===== config.mk =====
export PLATFORM = sky130hd
export DESIGN_NAME = led_matrix_row_serializer_core
export DESIGN_NICKNAME = d
export VERILOG_FILES = /design/src/lmrs_pkg.sv /design/src/lmrs_serdes.sv /design/src/led_matrix_row_serializer_core.sv
export VERILOG_INCLUDE_DIRS = /design/src /design/src/src
export SDC_FILE = /design/constraint.sdc
export NUM_CORES = 1
export LEC_CHECK = 0
export ABC_AREA = 1
export BUFFER_PORTS_ARGS = -buffer_cell sky130_fd_sc_hd__buf_2
export CAP_MARGIN = 20
export CORE_MARGIN = 5
export CORE_UTILIZATION = 55
export DETAILED_ROUTE_END_ITERATION = 16
export PLACE_DENSITY = 0.73
export SLEW_MARGIN = 20
export SYNTH_ARGS = -nofsm -noshare
export SYNTH_HDL_FRONTEND = slang
export SYNTH_HIERARCHICAL = 1
export SYNTH_SLANG_ARGS = --single-unit

===== constraint.sdc =====
create_clock -name i_clk -period 18.3 [get_ports i_clk]
set_input_delay 0 -clock i_clk [delete_from_list [all_inputs] [get_ports i_clk]]
set_output_delay 0 -clock i_clk [all_outputs]
set_load 0.01 [all_outputs]

===== src/led_matrix_row_serializer_core_assert.svh =====
// assertion macros for the led matrix row serializer
`ifndef LED_MATRIX_ROW_SERIALIZER_CORE_ASSERT_SVH
`define LED_MATRIX_ROW_SERIALIZER_CORE_ASSERT_SVH

// same-cycle implication, checked outside reset
`define LMRS_ASSERT_IMPL(label, clk, rst_n, ante, cons) \
    label: assert property (@(posedge clk) disable iff (!(rst_n)) (ante) |-> (cons)) \
        else $error("lmrs assertion failed");

// next-cycle implication, checked outside reset
`define LMRS_ASSERT_NEXT(label, clk, rst_n, ante, cons) \
    label: assert property (@(posedge clk) disable iff (!(rst_n)) (ante) |=> (cons)) \
        else $error("lmrs assertion failed");

`endif


===== src/lmrs_pkg.sv =====
// shared types and constants for the led matrix row serializer
package lmrs_pkg;

    localparam int MATRIX_SIZE_DEF  = 8;
    localparam int DOT_CHANNELS_DEF = 18;

    localparam int PIX_BITS = 24;
    localparam int DC_W     = 6;

    localparam logic [DC_W-1:0] DC_RESET = 6'd63;

    // input item kinds
    localparam logic KIND_PIXEL = 1'b0;
    localparam logic KIND_DOT   = 1'b1;

    // bank select levels
    localparam logic BANK_DOT  = 1'b0;
    localparam logic BANK_GRAY = 1'b1;

    // clock pulses per result
    localparam logic [3:0] GRAY_BITS  = 4'd8;
    localparam logic [3:0] DOT_BITS   = 4'd6;
    localparam logic [3:0] LATCH_BITS = 4'd0;

    // index of the final bit of a byte
    localparam logic [2:0] GRAY_LAST_BIT = 3'd7;
    localparam logic [2:0] DOT_LAST_BIT  = 3'd5;

    typedef struct packed {
        logic load_pixel;
        logic load_dot;
        logic step;
        logic clear;
        logic dot_mode;
    } t_ser_ctl;

endpackage


===== src/lmrs_serdes.sv =====
// row shift register, dot correction rotator and bit-serial byte assembler
module lmrs_serdes
    import lmrs_pkg::*;
#(
    parameter int MATRIX_SIZE = MATRIX_SIZE_DEF
) (
    input  logic            i_clk,
    input  t_ser_ctl        i_ctl,
    input  logic [7:0]      i_red,
    input  logic [7:0]      i_green,
    input  logic [7:0]      i_blue,
    input  logic [DC_W-1:0] i_dot_correction,
    output logic [7:0]      o_byte
);

    localparam int BUF_W = PIX_BITS * MATRIX_SIZE;

    logic [BUF_W-1:0] r_buf;
    logic [DC_W-1:0]  r_dc;
    logic [7:0]       r_acc;
    logic             w_bit;

    assign w_bit  = i_ctl.dot_mode ? r_dc[DC_W-1] : r_buf[BUF_W-1];
    assign o_byte = {r_acc[6:0], w_bit};

    // newest pixel enters at the top so the last pixel of a row goes out first
    always_ff @(posedge i_clk) begin
        if (i_ctl.load_pixel) begin
            r_buf <= {i_blue, i_green, i_red, r_buf[BUF_W-1:PIX_BITS]};
        end else if (i_ctl.step && !i_ctl.dot_mode) begin
            r_buf <= {r_buf[BUF_W-2:0], 1'b0};
        end
    end

    // rotation brings the value back after each six-bit byte
    always_ff @(posedge i_clk) begin
        if (i_ctl.load_dot) begin
            r_dc <= i_dot_correction;
        end else if (i_ctl.step && i_ctl.dot_mode) begin
            r_dc <= {r_dc[DC_W-2:0], r_dc[DC_W-1]};
        end
    end

    always_ff @(posedge i_clk) begin
        if (i_ctl.load_pixel || i_ctl.load_dot) begin
            r_acc <= '0;
        end else if (i_ctl.step) begin
            r_acc <= i_ctl.clear ? 8'd0 : o_byte;
        end
    end

endmodule


===== src/led_matrix_row_serializer_core.sv =====
// Row-scanning serializer for an RGB LED matrix behind a two-bank serial
// constant-current driver. Pixel beats fill a MATRIX_SIZE-entry row. The
// pixel that completes the row is accepted and then starts a flush: the row
// shift register puts out one bit per cycle, except while the final bit of
// a byte waits for room in the output register, so the 3*MATRIX_SIZE
// grayscale bytes go out (blue, green, red of the last pixel first),
// followed by a latch that enables the next row. A dot correction load is
// accepted, shifts out DOT_CHANNELS six-bit bytes and ends with a latch. A
// finished byte waits in a single output register, so an output stall only
// costs cycles when the previous beat is still waiting at the moment the
// next byte (or the latch) is complete. The input is ready only between
// items; the configuration port is always ready, and the user must see that
// it is written only while idle: the block itself does not enforce it.
`include "led_matrix_row_serializer_core_assert.svh"

module led_matrix_row_serializer_core
    import lmrs_pkg::*;
#(
    parameter int MATRIX_SIZE  = MATRIX_SIZE_DEF,
    parameter int DOT_CHANNELS = DOT_CHANNELS_DEF
) (
    input  logic            i_clk,
    input  logic            i_rst_n,
    input  logic            i_in_valid,
    output logic            o_in_ready,
    input  logic            i_kind,
    input  logic [7:0]      i_red,
    input  logic [7:0]      i_green,
    input  logic [7:0]      i_blue,
    output logic            o_out_valid,
    input  logic            i_out_ready,
    output logic            o_bank_select,
    output logic [7:0]      o_shift_data,
    output logic [3:0]      o_bit_count,
    output logic            o_latch_pulse,
    output logic [7:0]      o_row_enable,
    output logic            o_last,
    input  logic            i_cfg_valid,
    output logic            o_cfg_ready,
    input  logic [DC_W-1:0] i_cfg_dot_correction
);

    localparam int PIX_W      = $clog2(MATRIX_SIZE);
    localparam int GRAY_BYTES = 3 * MATRIX_SIZE;
    localparam int MAX_BYTES  = (GRAY_BYTES > DOT_CHANNELS) ? GRAY_BYTES : DOT_CHANNELS;
    localparam int CNT_W      = $clog2(MAX_BYTES);

    typedef enum logic [3:0] {
        S_IDLE  = 4'b0001,
        S_GRAY  = 4'b0010,
        S_DOT   = 4'b0100,
        S_LATCH = 4'b1000
    } t_state;

    t_state           r_state, n_state;
    logic [PIX_W-1:0] r_pix_cnt, n_pix_cnt;
    logic [PIX_W-1:0] r_row_cnt, n_row_cnt;
    logic [7:0]       r_active_rows, n_active_rows;
    logic [DC_W-1:0]  r_dot_corr;
    logic             r_bank, n_bank;
    logic [2:0]       r_bit_cnt, n_bit_cnt;
    logic [CNT_W-1:0] r_byte_cnt, n_byte_cnt;

    logic             r_out_valid, n_out_valid;
    logic             r_out_bank, n_out_bank;
    logic [7:0]       r_out_data, n_out_data;
    logic [3:0]       r_out_bits, n_out_bits;
    logic             r_out_latch, n_out_latch;
    logic [7:0]       r_out_rows, n_out_rows;
    logic             r_out_last, n_out_last;

    t_ser_ctl         w_ctl;
    logic [7:0]       w_byte;
    logic             w_in_accept;
    logic             w_slot_free;
    logic             w_gray;
    logic             w_at_last;
    logic             w_byte_last;

    assign o_in_ready  = (r_state == S_IDLE);
    assign o_cfg_ready = 1'b1;
    assign w_in_accept = i_in_valid && o_in_ready;
    assign w_slot_free = !r_out_valid || i_out_ready;
    assign w_gray      = (r_state == S_GRAY);
    assign w_at_last   = (r_bit_cnt == (w_gray ? GRAY_LAST_BIT : DOT_LAST_BIT));
    assign w_byte_last = w_gray ? (r_byte_cnt == CNT_W'(GRAY_BYTES - 1))
                                : (r_byte_cnt == CNT_W'(DOT_CHANNELS - 1));

    lmrs_serdes #(
        .MATRIX_SIZE(MATRIX_SIZE)
    ) u_serdes (
        .i_clk            (i_clk),
        .i_ctl            (w_ctl),
        .i_red            (i_red),
        .i_green          (i_green),
        .i_blue           (i_blue),
        .i_dot_correction (r_dot_corr),
        .o_byte           (w_byte)
    );

    always_comb begin
        n_state       = r_state;
        n_pix_cnt     = r_pix_cnt;
        n_row_cnt     = r_row_cnt;
        n_active_rows = r_active_rows;
        n_bank        = r_bank;
        n_bit_cnt     = r_bit_cnt;
        n_byte_cnt    = r_byte_cnt;
        n_out_valid   = r_out_valid && !i_out_ready;
        n_out_bank    = r_out_bank;
        n_out_data    = r_out_data;
        n_out_bits    = r_out_bits;
        n_out_latch   = r_out_latch;
        n_out_rows    = r_out_rows;
        n_out_last    = r_out_last;
        w_ctl          = '0;
        w_ctl.dot_mode = (r_state == S_DOT);

        unique case (r_state)
            S_IDLE: begin
                if (w_in_accept) begin
                    n_bit_cnt  = '0;
                    n_byte_cnt = '0;
                    if (i_kind == KIND_DOT) begin
                        w_ctl.load_dot = 1'b1;
                        n_bank         = BANK_DOT;
                        n_state        = S_DOT;
                    end else begin
                        w_ctl.load_pixel = 1'b1;
                        if (r_pix_cnt == PIX_W'(MATRIX_SIZE - 1)) begin
                            n_pix_cnt = '0;
                            n_bank    = BANK_GRAY;
                            n_state   = S_GRAY;
                        end else begin
                            n_pix_cnt = r_pix_cnt + 1'b1;
                        end
                    end
                end
            end
            S_GRAY, S_DOT: begin
                // the final bit of a byte waits for room in the output register
                if (!w_at_last || w_slot_free) begin
                    w_ctl.step  = 1'b1;
                    w_ctl.clear = w_at_last;
                    n_bit_cnt   = w_at_last ? 3'd0 : r_bit_cnt + 1'b1;
                end
                if (w_at_last && w_slot_free) begin
                    n_out_valid = 1'b1;
                    n_out_bank  = r_bank;
                    n_out_data  = w_byte;
                    n_out_bits  = w_gray ? GRAY_BITS : DOT_BITS;
                    n_out_latch = 1'b0;
                    n_out_rows  = r_active_rows;
                    n_out_last  = 1'b0;
                    n_byte_cnt  = r_byte_cnt + 1'b1;
                    if (w_byte_last) begin
                        n_state = S_LATCH;
                    end
                end
            end
            S_LATCH: begin
                if (w_slot_free) begin
                    if (r_bank == BANK_GRAY) begin
                        n_active_rows = 8'd1 << r_row_cnt;
                        n_row_cnt     = (r_row_cnt == PIX_W'(MATRIX_SIZE - 1)) ? '0
                                                                             : r_row_cnt + 1'b1;
                    end
                    n_out_valid = 1'b1;
                    n_out_bank  = r_bank;
                    n_out_data  = 8'd0;
                    n_out_bits  = LATCH_BITS;
                    n_out_latch = 1'b1;
                    n_out_rows  = n_active_rows;
                    n_out_last  = 1'b1;
                    n_state     = S_IDLE;
                end
            end
            default: begin
                n_state = S_IDLE;
            end
        endcase
    end

    always_ff @(posedge i_clk) begin
        if (!i_rst_n) begin
            r_state       <= S_IDLE;
            r_pix_cnt     <= '0;
            r_row_cnt     <= '0;
            r_active_rows <= '0;
            r_dot_corr    <= DC_RESET;
            r_bank        <= BANK_DOT;
            r_bit_cnt     <= '0;
            r_byte_cnt    <= '0;
            r_out_valid   <= 1'b0;
        end else begin
            r_state       <= n_state;
            r_pix_cnt     <= n_pix_cnt;
            r_row_cnt     <= n_row_cnt;
            r_active_rows <= n_active_rows;
            r_bank        <= n_bank;
            r_bit_cnt     <= n_bit_cnt;
            r_byte_cnt    <= n_byte_cnt;
            r_out_valid   <= n_out_valid;
            if (i_cfg_valid && o_cfg_ready) begin
                r_dot_corr <= i_cfg_dot_correction;
            end
        end
    end

    always_ff @(posedge i_clk) begin
        r_out_bank  <= n_out_bank;
        r_out_data  <= n_out_data;
        r_out_bits  <= n_out_bits;
        r_out_latch <= n_out_latch;
        r_out_rows  <= n_out_rows;
        r_out_last  <= n_out_last;
    end

    assign o_out_valid   = r_out_valid;
    assign o_bank_select = r_out_bank;
    assign o_shift_data  = r_out_data;
    assign o_bit_count   = r_out_bits;
    assign o_latch_pulse = r_out_latch;
    assign o_row_enable  = r_out_rows;
    assign o_last        = r_out_last;

    // rows shown on a pending beat always match the live row state
    `LMRS_ASSERT_IMPL(a_rows_track, i_clk, i_rst_n, o_out_valid, o_row_enable == r_active_rows)
    // shift beats are never last and carry a full grayscale or dot byte
    `LMRS_ASSERT_IMPL(a_shift_beat, i_clk, i_rst_n, o_out_valid && !o_latch_pulse, !o_last && (o_bit_count == GRAY_BITS || o_bit_count == DOT_BITS))
    // a row flush only runs once the pixel count has wrapped
    `LMRS_ASSERT_IMPL(a_flush_count, i_clk, i_rst_n, r_state == S_GRAY, r_pix_cnt == '0)
    // the latch ends the item and leaves a last beat behind
    `LMRS_ASSERT_NEXT(a_latch_ends, i_clk, i_rst_n, r_state == S_LATCH && w_slot_free, r_state == S_IDLE && o_out_valid && o_latch_pulse && o_last)

endmodule

==> metrics <==
Slew Limit Headroom 0.3014; critical path class reg -> reg; Fmax about 250 MHz; endpoints failing setup 0; Chip Height 152.9 um; average routed wire per standard cell approximately 12 um; clock share of power 0.238; initial core utilization 0.5568; Die X between 150 and 200 um; Syn-to-layout area delta 14.93%; H-tree Lvls 1; critical path fanouts, max between 100 and 150; final core occ 0.6399; combinational family with the most area after synthesis simple AND/OR/NAND/NOR gates; Die Area 0.02338 mm2; Worst EP arrival 4180 ps; switch share 0.3072; Worst-Margin Slew ~1000 ps; CP bufs+invs 4; Tot GR Track Use 0.1636; share of the synthesized area in the top cell type 0.5830; vias per inst ~4.9; HPWL after detailed placement ~11 mm; setup_tns 0 ps; grt ovf 0; post-synthesis mux area share 0; vias in the first global route between 7k and 8k; vias 7530; CP Capture Type register; P_int around 1.4 mW; Setup crit start kind register; Hold WS roughly 290 ps; Clk Latency, worst-skew pair around 510 ps; Synth Area in XOR/XNOR 0.003120; Gate power share 0.215; Layout Skew just under 10 ps; Syn Nets between 1k and 1.5k; Cell variety after synth 33; worst-path cell chain nor2_4, nand3_2, inv_2, nand3_1, inv_6, inv_6, o21ai_4, buf_4; cts-stage hold buffer count 48; CP peak stage delay 940 ps; Peak supply drop 0.00009302 V; Avg Cell Area, Syn 9.557 um2; compound-gate portion of the synthesized area 0.03265; Routability Congestion around 0.77; Pins Over Slew Limit 0; final hold vios 0; first-pass GRT wire length 33.27 mm; status completed; layout cells sized above 1 0.09617; Final period util 0.2213; postcts setup bufs 0; Synth area leaders edfxtp_1, nand2_1, dfxtp_1, buf_2, inv_1; CP top delay family buffers and inverters; fin crit period between 4000 and 5000 ps; cts repair resizes 0; Yosys reg bits between 200 and 300; Residual DRC 0; synthesized-area fraction occupied by adder cells 0.01114; grt peak-use layer met2; clock sink count 259; Core Region slightly above 0.02 mm2; I/O pin cnt 62; Yosys warning count 6; Switch Pwr approximately 0.63 mW; clock tree buffer depth 3; CP most frequent cell inv_6; GR Layer Usage met3 0.02318; simple-gate share of the synthesized area 0.2528; Post-Place Cells ~1.5k; Pre-antenna DRT Iters 5; cts bufs inserted 26; CP Data Required Time about 18000 ps; initial antenna violation count 0; Max Cap Viol 0; FP Rows 52; Synth area leader edfxtp_1; DR iter-0 viols between 500 and 600; Antenna Nets Post-Route 0; final wirelength 19.09 mm; Post-Synthesis Cells ~1.2k; RSZ-0062 raised after global routing false; M1 GR Usage 0.2375; Synth Cell Area 0.01123 mm2; Seq pwr share 0.547; Final Cell Area ~0.013 mm2; Leak roughly 5.5 nW; sequential cell area fraction in the yosys report 0.6560; dpl cell area about 0.012 mm2; NumNets Final 1305; Buffers on Ports between 50 and 60; largest net degree at the start of global routing around 130; n_diodes 0; Hold WC Path Type in -> reg; Clk pin slew, worst setup/hold paths roughly 60 ps; CTS tree built; pwr/cell area roughly 160 mW/mm2; M2 GR Usage 0.2628; Clock Tree Root clkbuf_16; Final Instance Count excl. Fillers 1549; slowest CP cell buf_4
[sequential cells by signal (all words and copies together), names as in the netlist]
register,cells
u_serdes/r_buf,192
o_row_enable,8
o_shift_data,8
r_active_rows,8
u_serdes/r_acc,7
r_dot_corr,6
u_serdes/r_dc,6
r_byte_cnt,5
r_state,4
r_bit_cnt,3
r_pix_cnt,3
r_row_cnt,3
o_bit_count,2
o_bank_select,1
o_last,1
o_out_valid,1
r_bank,1
[synthesized netlist by cell type]
cell,instances
nand2_1,652
a21boi_0,1
a211oi_2,1
or2_1,1
o21ai_0,26
ha_1,10
xnor2_1,1
o211a_1,1
o22ai_1,6
buf_2,43
inv_2,8
or2_0,1
a22oi_1,1
buf_6,2
buf_4,5
dfxtp_1,41
nand2_2,4
nand3_2,2
inv_1,44
nand3_1,25
clkbuf_1,5
nor2_2,2
nand3_4,1
edfxtp_1,218
xor2_1,3
nand2_4,1
o21ai_1,1
conb_1,2
a31oi_1,1
a21oi_1,30
nand4_1,4
nor2_1,29
nor2_4,3
[worst register-to-register path, cell delays in order (launching register included)]
cell and delay [ps]:
dfxtp_1 350, nor2_4 200, nand3_2 140, inv_2 90, nand3_1 200, inv_6 690, inv_6 480, o21ai_4 530
buf_4 950
[power by group through the flow]
stage,Combinational [mW],Sequential [mW],Clock (mW)
floorplan,0.346,1.21,0
global placement,0.424,1.12,0
detailed placement,0.433,1.13,0
CTS,0.446,1.12,0.499
global route,0.516,1.15,0.529
finish,0.441,1.12,0.486
[routing by layer]
metal  wire length, um  up-vias
met2              8820      126
met3               749       33
met5                 0        -
met1              9151     3416
li1                  -     3955
met4               364        0
[area by class of cell]
class,count,area (um2)
inverters,52,205.2
clock inverters,11,61.31
flip-flops and latches,259,7367
fillers,1648,7263
repair buffers,111,805.8
multi-input cells,809,3396
well taps,270,337.8
clock buffers,37,733.2
[layout by cell type, fill, tap and decap left out, types with 6 or more instances in the layout]
master | synthesis | layout
nand3_1 | 25 | 25
ha_1 | 10 | 10
clkbuf_1 | 5 | 8
buf_2 | 43 | 59
edfxtp_1 | 218 | 218
dfxtp_1 | 41 | 41
inv_1 | 44 | 44
inv_2 | 8 | 6
a21oi_1 | 30 | 30
nor2_1 | 29 | 29
clkbuf_16 | 0 | 27
dlygate4sd3_1 | 0 | 48
nand2_1 | 652 | 652
o22ai_1 | 6 | 6
o21ai_0 | 26 | 25
[worst paths after layout]
check                           cells after the start  slack, ps         startpoint             endpoint
worst min register to register                      2        480  u_serdes/r_acc[2]    u_serdes/r_acc[3]
worst max-delay path                                8      14250         r_state[3]   u_serdes/r_buf[17]
worst min-delay path                                4        290           i_red[3]  u_serdes/r_buf[171]
worst max register to register                      8      14250         r_state[3]   u_serdes/r_buf[17]
[stage by stage]
step | power [mW] | setup WS, ps
2_1_floorplan | 1.554 | 2919
3_3_place_gp | 1.545 | 14340
3_5_place_dp | 1.562 | 14280
4_1_cts | 2.066 | 14260
5_1_grt | 2.191 | 13920
6_report | 2.047 | 14250
[cells by family after synthesis]
logic type                 count (synthesis)
buffers and inverters                    107
adders and majority gates                 10
DFF                                      259
xor gates and xnor gates                   4
other                                      2
and+or+nand+nor                          725
AOI/OAI and AO/OA                         68
(Power assumes the default switching activity.)
